### src/design/rtc_pkg.sv
`default_nettype none
// ----------------------------------------------------------------------------
// Calendar clock package
// Shared types, action codes and calendar lookup tables.
// ----------------------------------------------------------------------------
package rtc_pkg;

   localparam int BASE_YEAR = 2000;

   localparam logic [2:0] ACT_TICK     = 3'd0;
   localparam logic [2:0] ACT_MIN_UP   = 3'd1;
   localparam logic [2:0] ACT_MIN_DOWN = 3'd2;
   localparam logic [2:0] ACT_DAY_UP   = 3'd3;
   localparam logic [2:0] ACT_DAY_DOWN = 3'd4;
   localparam logic [2:0] ACT_SET      = 3'd5;

   localparam logic [4:0] HOUR_LAST   = 5'd23;
   localparam logic [4:0] HOUR_NOON   = 5'd12;
   localparam logic [5:0] MINUTE_LAST = 6'd59;
   localparam logic [4:0] DAY_FIRST   = 5'd1;
   localparam logic [3:0] MONTH_FIRST = 4'd1;
   localparam logic [3:0] MONTH_FEB   = 4'd2;
   localparam logic [3:0] MONTH_LAST  = 4'd12;

   typedef enum logic [2:0] {
      OP_TICK,
      OP_MIN_UP,
      OP_MIN_DOWN,
      OP_DAY_UP,
      OP_DAY_DOWN,
      OP_SET,
      OP_NONE
   } cmd_op_type;

   typedef struct packed {
      cmd_op_type op;
      logic [4:0] hours;
      logic [5:0] minutes;
      logic [5:0] seconds;
      logic [4:0] day;
      logic [3:0] month;
      logic [7:0] year;
   } cmd_type;

   typedef struct packed {
      logic [4:0] hours;
      logic [5:0] minutes;
      logic [5:0] seconds;
      logic [3:0] hours_twelve;
      logic       is_pm;
      logic [4:0] day;
      logic [3:0] month;
      logic [7:0] year;
      logic [2:0] weekday;
   } rsp_type;

   typedef logic [2:0] year_wday_type  [256];
   typedef logic [2:0] month_wday_type [16];
   typedef logic [2:0] mod7_table_type [64];

   function automatic logic is_leap_year(input int full_year);
      logic leap;
      if (full_year % 4 != 0) begin
         leap = 1'b0;
      end else if (full_year % 100 != 0) begin
         leap = 1'b1;
      end else begin
         leap = (full_year % 400 == 0);
      end
      return leap;
   endfunction

   function automatic logic [255:0] build_leap_table();
      logic [255:0] t;
      t = '0;
      for (int i = 0; i < 256; i++) begin
         t[i] = is_leap_year(BASE_YEAR + i);
      end
      return t;
   endfunction

   // Year part of the day number mod 7; early selects January/February.
   function automatic year_wday_type build_year_wday(input int early);
      year_wday_type t;
      int y;
      int j;
      for (int i = 0; i < 256; i++) begin
         y = BASE_YEAR + i + 4800 - early;
         j = 365 * y + y / 4 - y / 100 + y / 400 - 32045;
         t[i] = 3'(j % 7);
      end
      return t;
   endfunction

   function automatic month_wday_type build_month_wday();
      month_wday_type t;
      int a;
      int mm;
      for (int m = 0; m < 16; m++) begin
         if (m >= 1 && m <= 12) begin
            a = (14 - m) / 12;
            mm = m + 12 * a - 3;
            t[m] = 3'(((153 * mm + 2) / 5) % 7);
         end else begin
            t[m] = 3'd0;
         end
      end
      return t;
   endfunction

   function automatic mod7_table_type build_mod7();
      mod7_table_type t;
      for (int i = 0; i < 64; i++) begin
         t[i] = 3'(i % 7);
      end
      return t;
   endfunction

   localparam logic [255:0]   LEAP_TABLE      = build_leap_table();
   localparam year_wday_type  YEAR_WDAY_EARLY = build_year_wday(1);
   localparam year_wday_type  YEAR_WDAY_LATE  = build_year_wday(0);
   localparam month_wday_type MONTH_WDAY      = build_month_wday();
   localparam mod7_table_type MOD7_TABLE      = build_mod7();

   function automatic logic [4:0] days_in_month(input logic [3:0] month, input logic leap);
      logic [4:0] days;
      case (month) inside
         MONTH_FEB:                  days = leap ? 5'd29 : 5'd28;
         4'd4, 4'd6, 4'd9, 4'd11:    days = 5'd30;
         default:                    days = 5'd31;
      endcase
      return days;
   endfunction

endpackage
`default_nettype wire

### src/design/rtc_fifo.sv
`default_nettype none
// ----------------------------------------------------------------------------
// Calendar clock queue
// Small first-in first-out register queue, full and empty flags.
// ----------------------------------------------------------------------------
module rtc_fifo #(
   parameter int WIDTH = 8,
   parameter int DEPTH = 2
) (
   input  wire logic             clock,
   input  wire logic             reset,
   input  wire logic             push,
   input  wire logic [WIDTH-1:0] wr_data,
   output logic                  full,
   input  wire logic             pop,
   output logic [WIDTH-1:0]      rd_data,
   output logic                  empty
);
   localparam int PW = (DEPTH > 1) ? $clog2(DEPTH) : 1;
   localparam int CW = $clog2(DEPTH + 1);

   logic [WIDTH-1:0] mem_ff [DEPTH];
   logic [PW-1:0]    wr_ptr_ff, wr_ptr_in;
   logic [PW-1:0]    rd_ptr_ff, rd_ptr_in;
   logic [CW-1:0]    count_ff, count_in;
   logic             do_push, do_pop;

   assign full    = (count_ff == CW'(DEPTH));
   assign empty   = (count_ff == '0);
   assign do_push = push & ~full;
   assign do_pop  = pop & ~empty;
   assign rd_data = mem_ff[rd_ptr_ff];

   always_comb begin
      wr_ptr_in = wr_ptr_ff;
      rd_ptr_in = rd_ptr_ff;
      count_in  = count_ff;
      if (do_push) begin
         wr_ptr_in = (wr_ptr_ff == PW'(DEPTH - 1)) ? '0 : wr_ptr_ff + 1'b1;
      end
      if (do_pop) begin
         rd_ptr_in = (rd_ptr_ff == PW'(DEPTH - 1)) ? '0 : rd_ptr_ff + 1'b1;
      end
      if (do_push && !do_pop) begin
         count_in = count_ff + 1'b1;
      end else if (do_pop && !do_push) begin
         count_in = count_ff - 1'b1;
      end
   end

   always_ff @(posedge clock) begin
      if (reset) begin
         wr_ptr_ff <= '0;
         rd_ptr_ff <= '0;
         count_ff  <= '0;
      end else begin
         wr_ptr_ff <= wr_ptr_in;
         rd_ptr_ff <= rd_ptr_in;
         count_ff  <= count_in;
      end
   end

   always_ff @(posedge clock) begin
      if (do_push) begin
         mem_ff[wr_ptr_ff] <= wr_data;
      end
   end

endmodule
`default_nettype wire

### src/design/rtc_front.sv
`default_nettype none
// ----------------------------------------------------------------------------
// Calendar clock front end
// Accepts requests, decodes the action and saturates the set values.
// ----------------------------------------------------------------------------
module rtc_front (
   input  wire logic       req_push,
   output logic            req_full,
   input  wire logic [2:0] req_action,
   input  wire logic [4:0] req_set_hours,
   input  wire logic [5:0] req_set_minutes,
   input  wire logic [5:0] req_set_seconds,
   input  wire logic [4:0] req_set_day,
   input  wire logic [3:0] req_set_month,
   input  wire logic [7:0] req_set_year,
   output logic            cmd_push,
   output rtc_pkg::cmd_type cmd,
   input  wire logic       cmd_full
);
   import rtc_pkg::*;

   logic [3:0] month_sat;
   logic [4:0] day_lim;

   assign req_full = cmd_full;
   assign cmd_push = req_push & ~cmd_full;

   always_comb begin
      if (req_set_month < MONTH_FIRST) begin
         month_sat = MONTH_FIRST;
      end else if (req_set_month > MONTH_LAST) begin
         month_sat = MONTH_LAST;
      end else begin
         month_sat = req_set_month;
      end
      day_lim = days_in_month(month_sat, LEAP_TABLE[req_set_year]);

      unique case (req_action)
         ACT_TICK:     cmd.op = OP_TICK;
         ACT_MIN_UP:   cmd.op = OP_MIN_UP;
         ACT_MIN_DOWN: cmd.op = OP_MIN_DOWN;
         ACT_DAY_UP:   cmd.op = OP_DAY_UP;
         ACT_DAY_DOWN: cmd.op = OP_DAY_DOWN;
         ACT_SET:      cmd.op = OP_SET;
         default:      cmd.op = OP_NONE;
      endcase

      cmd.hours   = (req_set_hours > HOUR_LAST) ? HOUR_LAST : req_set_hours;
      cmd.minutes = (req_set_minutes > MINUTE_LAST) ? MINUTE_LAST : req_set_minutes;
      cmd.seconds = (req_set_seconds > MINUTE_LAST) ? MINUTE_LAST : req_set_seconds;
      cmd.month   = month_sat;
      cmd.year    = req_set_year;
      if (req_set_day < DAY_FIRST) begin
         cmd.day = DAY_FIRST;
      end else if (req_set_day > day_lim) begin
         cmd.day = day_lim;
      end else begin
         cmd.day = req_set_day;
      end
   end

endmodule
`default_nettype wire

### src/design/rtc_back.sv
`default_nettype none
// ----------------------------------------------------------------------------
// Calendar clock back end
// Holds time and date, applies one transaction a cycle while a command waits and the response
// queue has room, forms the report.
module rtc_back (
   input  wire logic       clock,
   input  wire logic       reset,
   input  wire rtc_pkg::cmd_type cmd,
   input  wire logic       cmd_empty,
   output logic            cmd_pop,
   input  wire logic       rsp_full,
   output logic            rsp_push,
   output rtc_pkg::rsp_type rsp
);
   import rtc_pkg::*;

   logic [4:0] hours_ff,   hours_in;
   logic [5:0] minutes_ff, minutes_in;
   logic [5:0] seconds_ff, seconds_in;
   logic [4:0] day_ff,     day_in;
   logic [3:0] month_ff,   month_in;
   logic [7:0] year_ff,    year_in;

   logic       fire;
   logic [4:0] dim_cur;
   logic [4:0] fwd_day;
   logic [3:0] fwd_month;
   logic [7:0] fwd_year;
   logic [3:0] prev_month;
   logic [7:0] prev_year;
   logic [4:0] bwd_day;
   logic [3:0] bwd_month;
   logic [7:0] bwd_year;
   logic [2:0] year_wday;
   logic [5:0] wday_sum;

   assign fire     = ~cmd_empty & ~rsp_full;
   assign cmd_pop  = fire;
   assign rsp_push = fire;

   always_comb begin
      dim_cur = days_in_month(month_ff, LEAP_TABLE[year_ff]);
      if (day_ff < dim_cur) begin
         fwd_day   = day_ff + 1'b1;
         fwd_month = month_ff;
         fwd_year  = year_ff;
      end else begin
         fwd_day = DAY_FIRST;
         if (month_ff >= MONTH_LAST) begin
            fwd_month = MONTH_FIRST;
            fwd_year  = year_ff + 1'b1;
         end else begin
            fwd_month = month_ff + 1'b1;
            fwd_year  = year_ff;
         end
      end

      if (month_ff <= MONTH_FIRST) begin
         prev_month = MONTH_LAST;
         prev_year  = year_ff - 1'b1;
      end else begin
         prev_month = month_ff - 1'b1;
         prev_year  = year_ff;
      end
      if (day_ff > DAY_FIRST) begin
         bwd_day   = day_ff - 1'b1;
         bwd_month = month_ff;
         bwd_year  = year_ff;
      end else begin
         bwd_day   = days_in_month(prev_month, LEAP_TABLE[prev_year]);
         bwd_month = prev_month;
         bwd_year  = prev_year;
      end
   end

   always_comb begin
      hours_in   = hours_ff;
      minutes_in = minutes_ff;
      seconds_in = seconds_ff;
      day_in     = day_ff;
      month_in   = month_ff;
      year_in    = year_ff;
      if (fire) begin
         unique case (cmd.op)
            OP_TICK: begin
               if (seconds_ff != MINUTE_LAST) begin
                  seconds_in = seconds_ff + 1'b1;
               end else begin
                  seconds_in = '0;
                  if (minutes_ff != MINUTE_LAST) begin
                     minutes_in = minutes_ff + 1'b1;
                  end else begin
                     minutes_in = '0;
                     if (hours_ff != HOUR_LAST) begin
                        hours_in = hours_ff + 1'b1;
                     end else begin
                        hours_in = '0;
                        day_in   = fwd_day;
                        month_in = fwd_month;
                        year_in  = fwd_year;
                     end
                  end
               end
            end
            OP_MIN_UP: begin
               seconds_in = '0;
               if (minutes_ff >= MINUTE_LAST) begin
                  minutes_in = '0;
                  hours_in   = (hours_ff >= HOUR_LAST) ? '0 : hours_ff + 1'b1;
               end else begin
                  minutes_in = minutes_ff + 1'b1;
               end
            end
            OP_MIN_DOWN: begin
               seconds_in = '0;
               if (minutes_ff == '0) begin
                  minutes_in = MINUTE_LAST;
                  hours_in   = (hours_ff == '0) ? HOUR_LAST : hours_ff - 1'b1;
               end else begin
                  minutes_in = minutes_ff - 1'b1;
               end
            end
            OP_DAY_UP: begin
               day_in   = fwd_day;
               month_in = fwd_month;
               year_in  = fwd_year;
            end
            OP_DAY_DOWN: begin
               day_in   = bwd_day;
               month_in = bwd_month;
               year_in  = bwd_year;
            end
            OP_SET: begin
               hours_in   = cmd.hours;
               minutes_in = cmd.minutes;
               seconds_in = cmd.seconds;
               day_in     = cmd.day;
               month_in   = cmd.month;
               year_in    = cmd.year;
            end
            default: begin
            end
         endcase
      end
   end

   always_comb begin
      year_wday = (month_in <= MONTH_FEB) ? YEAR_WDAY_EARLY[year_in] : YEAR_WDAY_LATE[year_in];
      wday_sum  = {1'b0, day_in} + {3'b000, MONTH_WDAY[month_in]} + {3'b000, year_wday};

      rsp.hours   = hours_in;
      rsp.minutes = minutes_in;
      rsp.seconds = seconds_in;
      if (hours_in == '0) begin
         rsp.hours_twelve = 4'd12;
      end else if (hours_in > HOUR_NOON) begin
         rsp.hours_twelve = 4'(hours_in - HOUR_NOON);
      end else begin
         rsp.hours_twelve = hours_in[3:0];
      end
      rsp.is_pm   = (hours_in >= HOUR_NOON);
      rsp.day     = day_in;
      rsp.month   = month_in;
      rsp.year    = year_in;
      rsp.weekday = MOD7_TABLE[wday_sum];
   end

   always_ff @(posedge clock) begin
      if (reset) begin
         hours_ff   <= '0;
         minutes_ff <= '0;
         seconds_ff <= '0;
         day_ff     <= DAY_FIRST;
         month_ff   <= MONTH_FIRST;
         year_ff    <= '0;
      end else begin
         hours_ff   <= hours_in;
         minutes_ff <= minutes_in;
         seconds_ff <= seconds_in;
         day_ff     <= day_in;
         month_ff   <= month_in;
         year_ff    <= year_in;
      end
   end

endmodule
`default_nettype wire

### src/design/real_time_calendar_clock_unit.sv
`default_nettype none
// ----------------------------------------------------------------------------
// Real-time calendar clock unit
// Path: request, command queue, back-end state update, response queue.
// Rate: one per cycle while commands wait and the response queue has room.
// Reset: 00:00:00 on 1 January of year offset 0, both queues emptied.
// ----------------------------------------------------------------------------
module real_time_calendar_clock_unit #(
   parameter int CMD_DEPTH = 2,
   parameter int RSP_DEPTH = 2
) (
   input  wire logic       clock,
   input  wire logic       reset,
   input  wire logic       req_push,
   output logic            req_full,
   input  wire logic [2:0] req_action,
   input  wire logic [4:0] req_set_hours,
   input  wire logic [5:0] req_set_minutes,
   input  wire logic [5:0] req_set_seconds,
   input  wire logic [4:0] req_set_day,
   input  wire logic [3:0] req_set_month,
   input  wire logic [7:0] req_set_year,
   output logic            rsp_empty,
   input  wire logic       rsp_pop,
   output logic [4:0]      rsp_hours,
   output logic [5:0]      rsp_minutes,
   output logic [5:0]      rsp_seconds,
   output logic [3:0]      rsp_hours_twelve,
   output logic            rsp_is_pm,
   output logic [4:0]      rsp_day,
   output logic [3:0]      rsp_month,
   output logic [7:0]      rsp_year,
   output logic [2:0]      rsp_weekday
);
   import rtc_pkg::*;

   cmd_type cmd_wr, cmd_rd;
   rsp_type rsp_wr, rsp_rd;
   logic    cmd_push, cmd_full, cmd_pop, cmd_empty;
   logic    rsp_push, rsp_full;

   rtc_front u_front (
      .req_push        (req_push),
      .req_full        (req_full),
      .req_action      (req_action),
      .req_set_hours   (req_set_hours),
      .req_set_minutes (req_set_minutes),
      .req_set_seconds (req_set_seconds),
      .req_set_day     (req_set_day),
      .req_set_month   (req_set_month),
      .req_set_year    (req_set_year),
      .cmd_push        (cmd_push),
      .cmd             (cmd_wr),
      .cmd_full        (cmd_full)
   );

   rtc_fifo #(
      .WIDTH ($bits(cmd_type)),
      .DEPTH (CMD_DEPTH)
   ) u_cmd_fifo (
      .clock   (clock),
      .reset   (reset),
      .push    (cmd_push),
      .wr_data (cmd_wr),
      .full    (cmd_full),
      .pop     (cmd_pop),
      .rd_data (cmd_rd),
      .empty   (cmd_empty)
   );

   rtc_back u_back (
      .clock     (clock),
      .reset     (reset),
      .cmd       (cmd_rd),
      .cmd_empty (cmd_empty),
      .cmd_pop   (cmd_pop),
      .rsp_full  (rsp_full),
      .rsp_push  (rsp_push),
      .rsp       (rsp_wr)
   );

   rtc_fifo #(
      .WIDTH ($bits(rsp_type)),
      .DEPTH (RSP_DEPTH)
   ) u_rsp_fifo (
      .clock   (clock),
      .reset   (reset),
      .push    (rsp_push),
      .wr_data (rsp_wr),
      .full    (rsp_full),
      .pop     (rsp_pop),
      .rd_data (rsp_rd),
      .empty   (rsp_empty)
   );

   assign rsp_hours        = rsp_rd.hours;
   assign rsp_minutes      = rsp_rd.minutes;
   assign rsp_seconds      = rsp_rd.seconds;
   assign rsp_hours_twelve = rsp_rd.hours_twelve;
   assign rsp_is_pm        = rsp_rd.is_pm;
   assign rsp_day          = rsp_rd.day;
   assign rsp_month        = rsp_rd.month;
   assign rsp_year         = rsp_rd.year;
   assign rsp_weekday      = rsp_rd.weekday;

endmodule
`default_nettype wire

### config.mk
export PLATFORM = sky130hd
export DESIGN_NAME = real_time_calendar_clock_unit
export DESIGN_NICKNAME = d
export VERILOG_FILES = /design/src/design/rtc_pkg.sv /design/src/design/rtc_fifo.sv /design/src/design/rtc_front.sv /design/src/design/rtc_back.sv /design/src/design/real_time_calendar_clock_unit.sv
export SDC_FILE = /design/constraint.sdc
export NUM_CORES = 1
export LEC_CHECK = 0
export ABC_AREA = 1
export BUFFER_PORTS_ARGS = -buffer_cell sky130_fd_sc_hd__buf_2
export CAP_MARGIN = 20
export CORE_MARGIN = 3
export CORE_UTILIZATION = 55
export DETAILED_ROUTE_END_ITERATION = 12
export PLACE_DENSITY = 0.7
export SLEW_MARGIN = 10
export SYNTH_ARGS = -nofsm -noshare
export SYNTH_HDL_FRONTEND = slang
export SYNTH_SLANG_ARGS = --single-unit
### constraint.sdc
create_clock -name clock -period 8.05 [get_ports clock]
set_clock_uncertainty 0.05 [all_clocks]
set_input_delay 0.805 -clock clock [delete_from_list [all_inputs] [get_ports clock]]
set_output_delay 0.805 -clock clock [all_outputs]
set_load 0.02 [all_outputs]
==> summary.md, run 1 <==
| Metric | Value |
|---|---|
| Status | finished, final reports clean |
| CP required | 8260 ps |
| Worst Max-Slew Pin Slew | 1050 ps |
| Hold Path Origin | u_cmd_fifo.rd_ptr_ff |
| Clock root cell | clkbuf_16 |
| Core area | 22800 sq um |
| Vias in the first global route | 10100 |
| Arrival time at the worst endpoint | 7310 ps |
| Slowest stage cell, crit path | o21bai_4 |
| Final Net Count | 1697 |
| Final cell count without fillers | 1936 |
| Post-synth EDFFs | 158 |
| DR vias/cell | 5.63 |
| Yosys cell types | 68 |
| Fin crit period | 7090 ps |
| GP Congestion | 0.958 |
| First-pass GRT wire length | 52600 um |
| Ys flop type | edfxtp_1 |
| Yosys reg bits | 203 |
| Largest net degree at the start of global routing | 46 |
| # setup viols final | 0 |
| Critical Path Source | u_back.month_ff[0] |
| Post-CTS resize count | 0 |
| Crit start category | flip-flop |
| Total track usage | 25.2% |
| Fin. Hold Viols | 0 |
| DIE WIDTH | 159 um |
| Syn_nets | 1646 |
| Final WL | 32500 um |
| Final TNS setup | 0 ps |
| Commonest non-fill, non-tap cell in the layout | nand2_1 |
| TritonRoute pass-1 iters | 6 |
| Post-Synthesis Cells | 1557 |
| RSZ-0062 raised after global routing | false |
| Clk buf depth | 3 |
| Synthesized area | 12800 sq um |
| Max Fanout on Critical Path | 45 |
| Latest clock arrival within the worst-skew pair | 530 ps |
| Number of slew-limit violations in the final report | 0 |
| Proportion of layout cells with a drive suffix above 1 | 15.9% |
| CP max stage delay | 800 ps |
| Cts hold-fix bufs | 0 |
| # clock sinks | 203 |
| Die Y | 159 um |
| Routed via count | 10900 |
| Max-Cap Viols | 0 |
| I/O Pins | 85 |
| Post-DRT Antenna Nets | 0 |
| Most frequent cells in the layout | nand2_1, edfxtp_1, nand3_1, inv_1, nor2_1 |
| Initial antenna violation count | 0 |
| # diodes | 0 |
| HP Class | flip-flop to flip-flop |
| Routed wire per std cell | 16.8 um |
| CTS buffer count | 22 |
| Most common cell on crit path | nand2_1 |
| CTS tree | done |
| Ys async rst share | 0% |
| CP Class | flip-flop to flip-flop |
| DIE AREA | 25200 sq um |
| CP Capture Type | flip-flop |
| PortBufs | 84 |
| Final period util | 88.1% |
| Initial Util | 56.4% |
| Initial detailed-routing violation count | 1097 |
| Post-CTS setup buffer count | 0 |
| Seq/Total Area, Yosys | 44.0% |
| Avg Cell Area, Syn | 8.25 sq um |
| DRC | 0 |
| Reg clk slew, reported paths | 70 ps |
| Num rows | 55 |
| Peak Freq | 0.141 GHz |
| H-Tree Level Count | 1 |
| P&R area growth vs syn | 10.4% |
| DP HPWL | 23100 um |
| Total congestion overflow | 0 |
| Worst reg-to-reg setup slack | 960 ps |
| Syn. warnings | 0 |
| Crit Reg-Reg Startpoint | u_back.month_ff[0] |
| Dpl cells | 1895 |
| Slew headroom | 29.7% |
[worst paths after layout]
path                              to  cells after the start
max          u_rsp_fifo.mem_ff[1][1]                     34
min                        flip-flop                      1
max reg2reg  u_rsp_fifo.mem_ff[1][1]                     34
min reg2reg                flip-flop                      1
[final cells by class]
cell class | count | area [sq um]
well taps | 313 | 392
inverters | 165 | 623
repair buffers | 98 | 551
clock inverters | 14 | 146
multi-input cells | 1118 | 6260
flip-flops and latches | 203 | 5650
clock buffers | 25 | 572
fillers | 2011 | 8590
[cells by family (layout without fill, tap and decap cells)]
kind of cell | Yosys count | count (layout) | synth area share (%)
buf+inv | 236 | 302 | 7.58
flops | 203 | 203 | 44.0
compound gates | 247 | 247 | 12.2
simple gates | 762 | 762 | 26.3
mux | 44 | 44 | 3.84
xor+xnor | 17 | 17 | 1.22
fa+ha+maj | 48 | 48 | 4.91
[worst max-delay path, delay by kind of cell, from the launching register on]
family	cells	cell delay [ps]
AND/OR/NAND/NOR	20	2760
adder cells (fa/ha/maj)	5	1580
flip-flops	1	470
AO/OA/AOI/OAI	5	1380
buffers and inverters	4	540
[metrics by stage]
stage	setup WS [ps]	hold slack [ps]	util, %	instance area [sq um]
finish	955	411	62.3	14200
global route	352	416	62.3	14200
CTS	1060	406	62.1	14100
detailed placement	1090	397	59.0	13400
global placement	1200	386	59.0	13400
floorplan	2490	375	-	12800
[sequential cells by signal, indices dropped and copies added, names as in the netlist, named ones only]
name	count
u_cmd_fifo.mem_ff	74
u_back.day_ff	5
u_cmd_fifo.wr_ptr_ff	1
u_rsp_fifo.rd_ptr_ff	1
u_rsp_fifo.wr_ptr_ff	1
u_back.year_ff	8
u_back.month_ff	4
u_cmd_fifo.count_ff	2
u_rsp_fifo.mem_ff	84
u_back.hours_ff	5
u_cmd_fifo.rd_ptr_ff	1
u_rsp_fifo.count_ff	2
u_back.minutes_ff	6
u_back.seconds_ff	6
[cells in the mapped netlist (all sizes together) (2+ instances only)]
cell type | n | share of area [%]
inv | 161 | 4.7
o31ai | 10 | 0.58
o311ai | 5 | 0.34
a32o | 2 | 0.16
buf | 31 | 1.6
nand4 | 11 | 0.54
mux2 | 42 | 3.7
nor4 | 7 | 0.34
o2111ai | 9 | 0.61
xnor2 | 3 | 0.20
ha | 44 | 4.3
a21oi | 56 | 2.4
o221ai | 4 | 0.27
a211oi | 3 | 0.18
mux2i | 2 | 0.16
or2 | 10 | 0.49
a211o | 2 | 0.14
a22oi | 3 | 0.18
a32oi | 2 | 0.14
o211ai | 18 | 1.1
a31oi | 7 | 0.34
clkbuf | 40 | 1.2
and2 | 6 | 0.29
clkinv | 4 | 0.13
fa | 4 | 0.62
nand3b | 4 | 0.23
o32ai | 4 | 0.27
dfxtp | 45 | 7.0
nor2 | 143 | 4.6
xor2 | 14 | 1.0
o21ai | 104 | 4.2
edfxtp | 158 | 37
o22ai | 6 | 0.39
nor3 | 17 | 0.74
o21a | 3 | 0.18
nand3 | 158 | 6.4
nand2 | 406 | 13
a22o | 2 | 0.14
o21bai | 2 | 0.29
[routing by layer]
layer | GRT usage [%] | part of all wire [%] | up-vias
li1 | - | - | 5385
met1 | 37.3 | 46 | 5030
met2 | 39.3 | 45 | 424
met3 | 3.10 | 7.1 | 62
met4 | 7.04 | 2.3 | 0
met5 | 0 | 0 | -
Power of run 1 is left out: the tool's default activity adds up to more than one toggle a clock period on the data nets, which glitch-free logic cannot reach.
==> run 2, diff against run 1 <==
- ABC_AREA: 1 -> 0
- CORE_UTILIZATION: 55 -> 50
- PLACE_DENSITY: 0.7 -> 0.65
==> run 2 against run 1 <==
  * Clock-buffer cell count up 8
  * Synthesized cell count fell by 16%
  * Register-to-register slack got worse by 420 ps
  * Sequential share of layout area shrank 0.43 points
  * Critical path depth is 7 lower
  * Non-clock buffer count increased by 31
  * Maximum frequency decreased by 5.6%
  * Cell count shrank 12%
  * Design area increased by 1.1%
  * Worst hold slack improved by 34 ps
==> summary.md, run 2 <==
| Metric | Value |
|---|---|
| Final Net Count | 1457 |
| PortBufs | 84 |
| Number of slew-limit violations in the final report | 0 |
| Routed wire per std cell | 20.6 um |
| # diodes | 0 |
| Top-count cell post-synth | edfxtp_1 |
| Total congestion overflow | 0 |
| Synth area leader | edfxtp_1 |
| Num rows | 57 |
| Largest net degree at the start of global routing | 46 |
| Initial Util | 51.7% |
| Seq/Total Area, Yosys | 44.1% |
| Most frequent cells in the layout | edfxtp_1, nor2_1, nand2_1, buf_2, a21oi_1 |
| Hold Path Origin | req_set_year[0] |
| Synth top area cells | edfxtp_1, dfxtp_1, mux2_2, ha_1, nor2_1 |
| DIE AREA | 27500 sq um |
| Routed via count | 10900 |
| Post-DRT Antenna Nets | 0 |
| CP max stage delay | 510 ps |
| M1 wire length | 16000 um |
| DRC | 0 |
| DR vias/cell | 6.37 |
| Clock root cell | clkbuf_16 |
| Top Layer Used | met4 |
| Post-CTS resize count | 0 |
| Cts hold-fix bufs | 0 |
| TritonRoute pass-1 iters | 7 |
| Reg clk slew, reported paths | 60 ps |
| First-pass GRT wire length | 56300 um |
| Worst Max-Slew Pin Slew | 1050 ps |
| Synthesized area | 12800 sq um |
| Area of the multi-input gates | 6520 sq um |
| Fin. Hold Viols | 0 |
| P&R area growth vs syn | 12.2% |
| Avg Cell Area, Syn | 9.77 sq um |
| FF+latch area | 5650 sq um |
| Critical Path Source | u_back.month_ff[0] |
| Max-Cap Viols | 0 |
| Peak Freq | 0.133 GHz |
| I/O Pins | 85 |
| CP bufs+invs | 5 |
| Most common cell on crit path | ha_1 |
| Status | finished, final reports clean |
| Final period util | 93.3% |
| Slowest stage cell, crit path | fa_1 |
| Post-synth top cells | edfxtp_1, nor2_1, nand2_1 |
| # setup viols final | 0 |
| Core area | 24700 sq um |
| Fin crit period | 7510 ps |
| Initial antenna violation count | 0 |
| Final TNS setup | 0 ps |
| CP Capture Type | flip-flop |
| Dpl cells | 1666 |
| Final WL | 35200 um |
| CP required | 8200 ps |
| Syn. warnings | 0 |
| Post-Synthesis Cells | 1309 |
| CP Class | flip-flop to flip-flop |
| Yosys reg bits | 203 |
| Latest clock arrival within the worst-skew pair | 510 ps |
| Proportion of layout cells with a drive suffix above 1 | 17.6% |
| HP Class | input pin to flip-flop |
| H-Tree Level Count | 1 |
| Max FFs per register | 84 |
| Slew headroom | 30.2% |
| GP Congestion | 1.01 |
| Biggest regs | u_rsp_fifo.mem_ff x84, u_cmd_fifo.mem_ff x74, u_back.year_ff x8 |
| Crit Reg-Reg Startpoint | u_back.month_ff[0] |
| Max Fanout on Critical Path | 14 |
| Crit start category | flip-flop |
| Yosys cell types | 87 |
| CTS tree | done |
| RSZ-0062 raised after global routing | false |
| Fillers | 2205 |
| Ys flop type | edfxtp_1 |
| Ys async rst share | 0% |
| Reg with most FFs | u_rsp_fifo.mem_ff |
| Syn_nets | 1398 |
| Initial detailed-routing violation count | 1536 |
| Vias in the first global route | 10000 |
| Met3 Routed Length | 3110 um |
| Post-CTS setup buffer count | 0 |
| Total track usage | 24.8% |
| DP HPWL | 25100 um |
| Final cell count without fillers | 1709 |
| Commonest non-fill, non-tap cell in the layout | edfxtp_1 |
| Metal2 WL | 15100 um |
| Yosys top cell area share | 37.1% |
| # clock sinks | 203 |
| DIE WIDTH | 166 um |
| Cell family with most CP delay | compound AO/OA/AOI/OAI gates |
| Post-synth EDFFs | 158 |
| Arrival time at the worst endpoint | 7670 ps |
| Die Y | 166 um |
| Clk buf depth | 3 |
| CTS buffer count | 23 |
## run 2: cell count changes after synthesis, sizes merged, moves of 16 or more
cell    change
clkbuf     +35
a31oi      +21
nor3       +16
inv        -95
nand2     -313
mux2i      +40
a21oi      +28
nor2       -30
nand3     -128
o21ai      -32
nor2b      +23
## run 2: per-stage QoR
stage	hold WS, ps	worst slack [ps]	utilization, %	instance area, sq um
2_1_floorplan	422	873	-	12800
3_3_place_gp	433	879	54.8	13600
3_5_place_dp	443	771	54.9	13600
4_1_cts	427	734	57.9	14300
5_1_grt	437	113	58.0	14300
6_report	445	538	58.0	14300
## run 2: layout make-up
class	count	share of cell area [%]
Inverter	68	1.78
Clock inverter	9	0.707
Tap cell	324	2.83
Sequential cell	203	39.4
Timing Repair Buffer	129	5.46
Multi-Input combinational cell	943	45.4
Clock buffer	33	4.41
## run 2: kinds of logic (layout without fill, tap and decap cells)
family,Yosys count,in the layout,share of synthesized area [%]
and+or+nand+nor,394,394,15.4
AOI/OAI and AO/OA,387,387,21.0
DFF,203,203,44.1
buffers and inverters,163,239,5.08
muxes,94,94,8.04
adders and majority gates,48,48,4.93
xor gates and xnor gates,20,20,1.37
## run 2: layer usage
layer | track usage [%] | vias up
li1 | - | 5086
met1 | 38.2 | 5144
met2 | 36.4 | 567
met3 | 3.93 | 93
met4 | 6.84 | 0
met5 | 0 | -
## run 2: final timing paths
path,endpoint,slack [ps],cells after the start
hold / removal,u_cmd_fifo.mem_ff[1][0],440,1
hold reg to reg,u_cmd_fifo.count_ff[1],460,2
setup / recovery,u_rsp_fifo.mem_ff[1][2],540,27
setup reg to reg,u_rsp_fifo.mem_ff[1][2],540,27
Power of run 2 is left out for the same reason.
==> run 3, diff against run 2 <==
- CORE_UTILIZATION: 50 -> 49
- PLACE_DENSITY: 0.65 -> 0.64
==> run 3 against run 2 <==
  * Critical path depth up 1
  * Clock-buffer cell count is 7 lower
  * First-iteration DRC count fell by 9.7%
  * Critical endpoint is now u_rsp_fifo.mem_ff[1][1]
  * Setup slack got worse by 90 ps
  * Highest routed layer unchanged
  * Utilization shrank 0.92 points
  * Sequential share of layout area down 0.39 points
  * Non-clock buffer count grew 2
  * Global-route usage rose by 0.18 points
==> summary.md, run 3 (synthesized netlist as in run 2, its figures left out) <==
| Metric | Value |
|---|---|
| Critical Path Source | u_back.month_ff[3] |
| Slowest stage cell, crit path | dfxtp_1 |
| RSZ-0062 raised after global routing | false |
| Biggest regs | u_rsp_fifo.mem_ff x84, u_cmd_fifo.mem_ff x74, u_back.year_ff x8 |
| Area of the multi-input gates | 6530 sq um |
| GP Congestion | 0.937 |
| Number of slew-limit violations in the final report | 0 |
| Post-CTS resize count | 0 |
| DR vias/cell | 6.35 |
| Max-Cap Viols | 0 |
| Hold Path Origin | req_set_year[1] |
| CP max stage delay | 620 ps |
| Worst Max-Slew Pin Slew | 1050 ps |
| Latest clock arrival within the worst-skew pair | 540 ps |
| CP required | 8240 ps |
| Final period util | 94.4% |
| Max Fanout on Critical Path | 14 |
| Post-CTS setup buffer count | 0 |
| HP Class | input pin to flip-flop |
| Routed wire per std cell | 21.0 um |
| P&R area growth vs syn | 13.3% |
| FF+latch area | 5650 sq um |
| CP Class | flip-flop to flip-flop |
| Die Y | 168 um |
| CTS tree | done |
| Proportion of layout cells with a drive suffix above 1 | 18.2% |
| Max FFs per register | 84 |
| # setup viols final | 0 |
| Initial antenna violation count | 0 |
| H-Tree Level Count | 1 |
| Total congestion overflow | 0 |
| Cts hold-fix bufs | 0 |
| Final Net Count | 1459 |
| Final WL | 36100 um |
| Fin. Hold Viols | 0 |
| Reg clk slew, reported paths | 70 ps |
| Vias in the first global route | 10100 |
| Fillers | 2208 |
| Largest net degree at the start of global routing | 46 |
| Routed via count | 10900 |
| Fin crit period | 7600 ps |
| # clock sinks | 203 |
| Clock root cell | clkbuf_16 |
| Initial detailed-routing violation count | 1387 |
| Clk buf depth | 3 |
| DIE AREA | 28100 sq um |
| Dpl cells | 1673 |
| First-pass GRT wire length | 57300 um |
| Area post-placement | 13600 sq um |
| DP HPWL | 25700 um |
| TritonRoute pass-1 iters | 6 |
| Final instance area | 14500 sq um |
| Fin util | 57.0% |
| Crit Reg-Reg Startpoint | u_back.month_ff[3] |
| CP Capture Type | flip-flop |
| I/O Pins | 85 |
| Post-DRT Antenna Nets | 0 |
| Status | finished, final reports clean |
| Commonest non-fill, non-tap cell in the layout | edfxtp_1 |
| Final TNS setup | 0 ps |
| Crit start category | flip-flop |
| Peak Freq | 0.132 GHz |
| Most frequent cells in the layout | edfxtp_1, nor2_1, nand2_1, buf_2, a21oi_1 |
| Final cell count without fillers | 1717 |
| Num rows | 58 |
| Core area | 25400 sq um |
| # diodes | 0 |
| PortBufs | 84 |
| DIE WIDTH | 168 um |
| CTS buffer count | 23 |
| Reg with most FFs | u_rsp_fifo.mem_ff |
| Initial Util | 50.3% |
| Arrival time at the worst endpoint | 7800 ps |
| Total track usage | 25.0% |
| DRC | 0 |
| Slew headroom | 29.8% |
## run 3: final timing paths
kind                                   to  slack, ps  depth (start not counted)
setup / recovery  u_rsp_fifo.mem_ff[1][1]        450                         28
hold / removal    u_cmd_fifo.mem_ff[0][1]        420                          1
setup reg to reg  u_rsp_fifo.mem_ff[1][1]        450                         28
hold reg to reg    u_cmd_fifo.count_ff[1]        450                          2
## run 3: stage by stage
stage / setup WS (ps) / hold slack (ps)
2_1_floorplan: 873 / 422
3_3_place_gp: 453 / 435
3_5_place_dp: 322 / 440
4_1_cts: 315 / 399
5_1_grt: 44.1 / 421
6_report: 448 / 425
## run 3: cell type report
type | count | area share (%)
inverter | 68 | 1.76
multi-input combinational | 943 | 45.1
tap | 330 | 2.85
timing repair buffer | 131 | 5.63
sequential | 203 | 39.0
clock buffer | 26 | 4.12
clock inverter | 16 | 1.56
## run 3: critical path, delay by kind of cell, from the launching register on
kind	cells	cell delay, ps
AO/OA/AOI/OAI	13	2480
adder cells (fa/ha/maj)	5	1750
buffers and inverters	4	680
flip-flops	1	620
AND/OR/NAND/NOR	6	1720
## run 3: metal layers
metal | up-vias | GRT usage, % | part of all wire, %
met3 | 83 | 3.64 | 8.0
met4 | 0 | 6.55 | 2.7
li1 | 5079 | - | -
met5 | - | 0 | 0
met1 | 5200 | 38.1 | 47
met2 | 534 | 37.4 | 43
Power of run 3 is left out for the same reason.
